[config.mk]
export PLATFORM = sky130hd
export DESIGN_NAME = vtp_div_cell
export DESIGN_NICKNAME = d
export VERILOG_FILES = /design/src/hdl/vtp_pkg.sv /design/src/hdl/vtp_div_cell.sv
export SDC_FILE = /design/constraint.sdc
export NUM_CORES = 1
export LEC_CHECK = 0
export BUFFER_PORTS_ARGS = -buffer_cell sky130_fd_sc_hd__buf_2
export CORE_AREA = 2 2 354 356
export CTS_BUF_LIST = sky130_fd_sc_hd__clkbuf_2 sky130_fd_sc_hd__clkbuf_4 sky130_fd_sc_hd__clkbuf_8
export CTS_CLUSTER_DIAMETER = 100
export DETAILED_ROUTE_END_ITERATION = 12
export DIE_AREA = 0 0 356 358
export GPL_TIMING_DRIVEN = 0
export PLACE_DENSITY_LB_ADDON = 0.3
export RECOVER_POWER = 100
export SYNTH_ARGS = -nofsm -noshare
export SYNTH_HDL_FRONTEND = slang
export SYNTH_SLANG_ARGS = --single-unit
export TNS_END_PERCENT = 20
[constraint.sdc]
create_clock -name clock -period 22.1 [get_ports clock]
set_clock_uncertainty 0.1 [all_clocks]
set_input_delay 2.21 -clock clock [delete_from_list [all_inputs] [get_ports clock]]
set_output_delay 2.21 -clock clock [all_outputs]
set_load 0.05 [all_outputs]
[src/hdl/vtp_pkg.sv]
// Package: shared constants and types for the vertex transform block
package vtp_pkg;
   localparam int COMP_W    = 32;
   localparam int COEF_W    = 16;
   localparam int NUM_ROWS  = 4;
   localparam int NUM_COMPS = 4;
   localparam int ROW_W     = 64;
   localparam int DIV_W     = 48;
   localparam int QUO_STEPS = 48;
   localparam int CSR_IDX_W = 3;

   localparam logic [CSR_IDX_W-1:0] CSR_ROW0    = 3'd0;
   localparam logic [CSR_IDX_W-1:0] CSR_ROW1    = 3'd1;
   localparam logic [CSR_IDX_W-1:0] CSR_ROW2    = 3'd2;
   localparam logic [CSR_IDX_W-1:0] CSR_ROW3    = 3'd3;
   localparam logic [CSR_IDX_W-1:0] CSR_PROJECT = 3'd4;

   localparam logic [ROW_W-1:0] ROW0_RST = 64'h0000_0000_0000_1000;
   localparam logic [ROW_W-1:0] ROW1_RST = 64'h0000_0000_1000_0000;
   localparam logic [ROW_W-1:0] ROW2_RST = 64'h0000_1000_0000_0000;
   localparam logic [ROW_W-1:0] ROW3_RST = 64'h1000_0000_0000_0000;

   // one divider lane: three dividends, one divisor, running remainders
   typedef struct packed {
      logic                     valid;
      logic                     do_div;
      logic                     w_zero;
      logic                     sat;
      logic signed [COMP_W-1:0] w;
      logic [NUM_ROWS-2:0]      neg;
      logic [DIV_W-1:0]         dvd0;
      logic [DIV_W-1:0]         dvd1;
      logic [DIV_W-1:0]         dvd2;
      logic [DIV_W:0]           rem0;
      logic [DIV_W:0]           rem1;
      logic [DIV_W:0]           rem2;
      logic [COMP_W-1:0]        dsr;
      logic signed [COMP_W-1:0] x0;
      logic signed [COMP_W-1:0] x1;
      logic signed [COMP_W-1:0] x2;
   } div_lane_type;

   function automatic logic signed [COMP_W-1:0] sat32(input logic signed [63:0] v,
                                                      output logic s);
      if (v > 64'sd2147483647) begin
         s = 1'b1;
         sat32 = 32'sh7fffffff;
      end else if (v < -64'sd2147483648) begin
         s = 1'b1;
         sat32 = 32'sh80000000;
      end else begin
         s = 1'b0;
         sat32 = v[COMP_W-1:0];
      end
   endfunction
endpackage

[src/hdl/vtp_div_cell.sv]
// One restoring-divide cell: one quotient bit for each of the lane's three dividends per stage
module vtp_div_cell (
   input  logic                 clock,
   input  logic                 reset,
   input  logic                 advance,
   input  vtp_pkg::div_lane_type lane_in,
   output vtp_pkg::div_lane_type lane_out
);
   vtp_pkg::div_lane_type lane_ff, lane_in_c;

   function automatic void step(input logic [vtp_pkg::DIV_W:0] r, input logic [vtp_pkg::DIV_W-1:0] d,
                                input logic [vtp_pkg::COMP_W-1:0] s,
                                output logic [vtp_pkg::DIV_W:0] ro, output logic [vtp_pkg::DIV_W-1:0] dout);
      logic [vtp_pkg::DIV_W:0] t;
      t = {r[vtp_pkg::DIV_W-1:0], d[vtp_pkg::DIV_W-1]};
      if (t >= {17'd0, s}) begin
         ro = t - {17'd0, s};
         dout = {d[vtp_pkg::DIV_W-2:0], 1'b1};
      end else begin
         ro = t;
         dout = {d[vtp_pkg::DIV_W-2:0], 1'b0};
      end
   endfunction

   always_comb begin
      lane_in_c = lane_in;
      step(lane_in.rem0, lane_in.dvd0, lane_in.dsr, lane_in_c.rem0, lane_in_c.dvd0);
      step(lane_in.rem1, lane_in.dvd1, lane_in.dsr, lane_in_c.rem1, lane_in_c.dvd1);
      step(lane_in.rem2, lane_in.dvd2, lane_in.dsr, lane_in_c.rem2, lane_in_c.dvd2);
   end

   always_ff @(posedge clock) begin
      if (reset) begin
         lane_ff.valid <= 1'b0;
      end else if (advance) begin
         lane_ff <= lane_in_c;
      end
   end

   assign lane_out = lane_ff;
endmodule

Yosys cells after proc, flatten, opt, wreduce, memory -nomap -nowiden
Cells that the tools add are included.
Widths: inputs -> output; s select.
- add/sub/neg operators: 3
- multiply operators: 0
- divide/modulo/power cells: 0
- order comparisons: 3
- eq/ne operators: 0
- shift-type cells: 0
- multiplexer cells: 6
- bitwise logic cells: 1
- reduce and logical (&&, ||, !) cells: 1
- operators with widths (kind ; number):
    $ge 49x32->1 ; 3
    $mux 49 ; 3
    $sub 49x32->49 ; 3
    $mux 1 ; 3
    $reduce_and 2->1 ; 1
    $not 1->1 ; 1
- flip-flop bits (word level): 458
- bits in latches: 0
- bits in writable memories: 0
- bits in read-only memories: 0
- output and inout port bits: 458
- logic and storage cells: 30
- memories kept: 0

Logic depth before layout (Yosys ltp)
- depth in word-level cells: 2
- gate-level depth with buffers: 15
- gate-level depth less buffers: 13

Worst setup path after synthesis
OpenSTA, ideal clock, no wires.
- kind: in2reg
- start: input reset
- end: register lane_ff, in the netlist lane_out[0], enable pin
- library setup time: 1.349 ns
- arrival: 22.382 ns
- required time: 20.651 ns
- setup slack: -1.732 ns
- cell stages on the path: 1
- path buffers: 0
- cells stage by stage: nor2b_1
- longest elaborated chain between the ends: 2
- ends and longest elaborated chain (element ; line ; RTL):
    from (decl) ; vtp_div_cell.sv:4 ; input logic reset,
    $not 1->1 (no source line) ; n/a ;
    $reduce_and 2->1 (no source line) ; n/a ;
    to (signal assigned) ; vtp_div_cell.sv:36 ; lane_ff <= lane_in_c;
    to (decl) ; vtp_div_cell.sv:9 ; vtp_pkg::div_lane_type lane_ff, lane_in_c;
Every way passes these cells.
A chain may end at the register's enable or synchronous reset.

==> PnR_summary.wiki <==
{| class="wikitable"
! Metric !! Value
|-
| Status || finished with violations
|-
| Violated checks || capacitance limit, slew limit
|-
| CTS Buffer Depth || 3
|-
| Area growth syn-to-layout || 37.1%
|-
| Combinational share of power || 0.228
|-
| Largest net degree at the start of global routing || 34
|-
| Worst stage delay on the critical path || 1.39 ns
|-
| Number of buffers added to fix hold violations after cts || 0
|-
| Post-CTS clock slew at the launch and capture registers of the worst setup and hold paths || approximately 0.06 ns
|-
| Final ANT Viol Nets || 0
|-
| Net switching power figure || between 0.9 and 1 mW
|-
| Worst-path maximum fanout || 10
|-
| Peak supply drop || approximately 50 uV
|-
| Setup violations, final || 0
|-
| Path type of the worst min-delay path || reg2reg
|-
| Post-placement worst setup slack || 15.09 ns
|-
| Pins over their slew limit || 446
|-
| Number of instances resized during post-cts repair || 0
|-
| Final Non-Filler Cells || 4382
|-
| Minimum setup slack in the final design || approximately 14 ns
|-
| Ys flop type || sky130_fd_sc_hd__edfxtp_1
|-
| Boundary pin count || about 920
|-
| Num CTS Buffers || 94
|-
| Antenna violations before repair || 94
|-
| Sink count of the clock tree || between 400 and 500
|-
| Async set-or-reset flop fraction in the synthesized netlist || 0
|-
| Number of flip-flops in the largest register || 458
|-
| Maximum achievable frequency || approximately 120 MHz
|-
| Number of cells produced by synthesis || 1637
|-
| Highest-count cells in the layout ignoring fill and taps || sky130_fd_sc_hd__clkbuf_1, sky130_fd_sc_hd__edfxtp_1, sky130_fd_sc_hd__buf_2
|-
| PortBufs || 913
|-
| Worst setup SP type || input port
|-
| Wire length of the first global-routing pass || 155000 um
|-
| Most common library cell in the layout ignoring fill and taps || sky130_fd_sc_hd__clkbuf_1
|-
| DRC || 0
|-
| Avg Inst Size Synth || 13.1 um^2
|-
| Die boundary width || roughly 360 um
|-
| Power density over cell area || around 90 nW/um^2
|-
| Final core utilization || 0.238
|-
| Worst setup path category || in2reg
|-
| Routed wire per std cell || 27.5 um
|-
| Count of routing violations after the opening detailed-route iteration || around 1400
|-
| Total track usage || 0.181
|-
| Count of flip-flops with a built-in enable after synthesis || 457
|-
| Internal power of the cells || ~1.7 mW
|-
| CTS root buffer || sky130_fd_sc_hd__clkbuf_8
|-
| Static Leakage || about 11 nW
|-
| Die Ht || ~360 um
|-
| Syn. warnings || 0
|-
| Final Cycle Share || 0.385
|-
| Sequential standard cell area || 13700 um^2
|-
| Nets || approximately 3200
|-
| Area of the mapped netlist || 21400 um^2
|-
| Buffering stage count on the worst path with inverters included || 4
|-
| Placed standard-cell area || approximately 28000 um^2
|-
| Ratio of cells with drive above 1 in the final layout || 0.224
|-
| Slowest stage cell on the critical path || sky130_fd_sc_hd__nor3_1
|-
| Required arrival time at the worst endpoint || roughly 23 ns
|-
| Buffers inserted by post-CTS timing repair || 0
|-
| Crit-path leading delay family || buffers and inverters
|-
| Flop pwr share || 0.402
|-
| Synthesized flop and latch total || between 400 and 500
|-
| Time the final worst path needs with I/O delays and setup || around 8.5 ns
|-
| Routed vias || around 18000
|-
| Starting Density || 0.174
|-
| Clock power frac || 0.369
|-
| Cell Chain, Critical Path || clkbuf_1, inv_1, ha_1, nor2b_1, o31a_1, o31a_1, o21ba_1, a31oi_1, a31oi_1, nor3_1, clkbuf_1, clkbuf_1, nand2_1, o21ai_0
|-
| Overflow left after global routing || 0
|-
| CTS H-Tree Depth || 3
|-
| Post-synth cell types || 84
|-
| Nature of the critical path endpoint || flop
|-
| Slew @ Worst Pin || roughly 2.0 ns
|-
| Number of nets in the synthesized netlist || roughly 2200
|-
| Setup TNS || 0 ns
|-
| Final Cell Area || around 29000 um^2
|-
| Clock tree from TritonCTS || done
|-
| Filler cell count || approximately 14000
|-
| Relative slew slack || -0.308
|-
| Vias per inst || 4.15
|-
| Via count of the first global-routing pass || about 18000
|-
| Setup repair after global routing missed its margin || false
|-
| Std-Cell Rows || roughly 130
|-
| Portion of the post-synthesis area used by sequential elements || 0.642
|-
| Clock network latency to the later pin of the worst-skew pair || slightly below 0.8 ns
|-
| Total power after layout || roughly 2.6 mW
|-
| Number of maximum-capacitance violations || 15
|-
| Die Outline Area || ~130000 um^2
|-
| Multi-input combinational cell area || 7150 um^2
|-
| Number of iterations in the first detailed-routing pass || 5
|-
| Core area || between 100000 and 150000 um^2
|-
| Worst-case hold slack || between 0.4 and 0.5 ns
|-
| Post-Route WL || approximately 120000 um
|-
| Placed cell count || around 4200
|-
| Worst path arrival time || about 9.0 ns
|-
| Global placer's final weighted congestion || 0.865
|-
| Placed wire-length estimate after detailed placement || between 100000 and 150000 um
|-
| Sw Share || 0.349
|-
| Final hold violation count || 0
|-
| Most repeated library cell on the critical path || sky130_fd_sc_hd__clkbuf_1
|}
[synthesized netlist by cell type (all sizes together), types with 7 or more instances]
cell	count	area share
nand2b	12	0.0035
inv	59	0.010
o21a	18	0.0063
a21o	47	0.017
o21ai	89	0.021
o21bai	9	0.0032
nand3	34	0.0079
xor2	53	0.022
and3	18	0.0055
clkbuf	26	0.0046
and2	7	0.0020
nor3	18	0.0047
buf	21	0.0067
nor4	18	0.0065
o31ai	7	0.0025
a211oi	10	0.0037
xnor2	82	0.034
mux2	12	0.0063
a21oi	135	0.032
a31oi	19	0.0065
or3	14	0.0046
nand2	118	0.021
or2	8	0.0025
edfxtp	457	0.64
nand4	17	0.0050
ha	96	0.056
or4	9	0.0035
nor2	131	0.023
nor2b	12	0.0035
[final cells by class]
cell class,instances,share of cell area
tap,1637,0.0698
clock buffer,125,0.0522
timing repair buffer,929,0.137
buffer,47,0.00656
clock inverter,43,0.0147
inverter,59,0.00754
sequential,458,0.468
multi-input combinational,1073,0.244
antenna,11,0.000937
[worst reg2reg max path, stage by stage (launching register included)]
cell                      delay (ns)
sky130_fd_sc_hd__dfxtp_1        0.31
sky130_fd_sc_hd__mux2i_1        0.12
sky130_fd_sc_hd__nor2_1         0.05
[power groups by stage]
stage / sequential [mW] / combinational, mW / clock (mW)
floorplan: 1.32 / 0.175 / 0
global placement: 1.10 / 0.630 / 0
detailed placement: 1.07 / 0.636 / 0
CTS: 1.06 / 0.639 / 1.02
global route: 1.07 / 0.639 / 1.05
finish: 1.06 / 0.602 / 0.975
[kinds of logic after synthesis]
logic type                 share of synthesized area
muxes                                        0.00724
AOI/OAI and AO/OA                              0.114
DFF                                            0.642
adders and majority gates                     0.0589
and+or+nand+nor                                0.101
buffers and inverters                         0.0216
xor gates and xnor gates                      0.0552
[metal layers]
layer | wire [um] | track usage | share of wire | vias to the layer above
met4 | 5090 | 0.0723 | 0.042 | 70
met1 | 43800 | 0.194 | 0.36 | 8711
met2 | 56800 | 0.297 | 0.47 | 872
li1 | - | - | - | 8276
met5 | 425 | 0 | 0.0035 | -
met3 | 14400 | 0.0963 | 0.12 | 245
[worst paths after layout]
path,startpoint,to,slack [ns],depth (start not counted)
worst max-delay path,lane_in[97],lane_out[188],13.58,14
worst min-delay path,lane_out[457],lane_out[457],0.41,2
worst max register to register,lane_out[457],lane_out[457],21.41,2
worst min register to register,lane_out[457],lane_out[457],0.41,2
(Power assumes the default switching activity.)
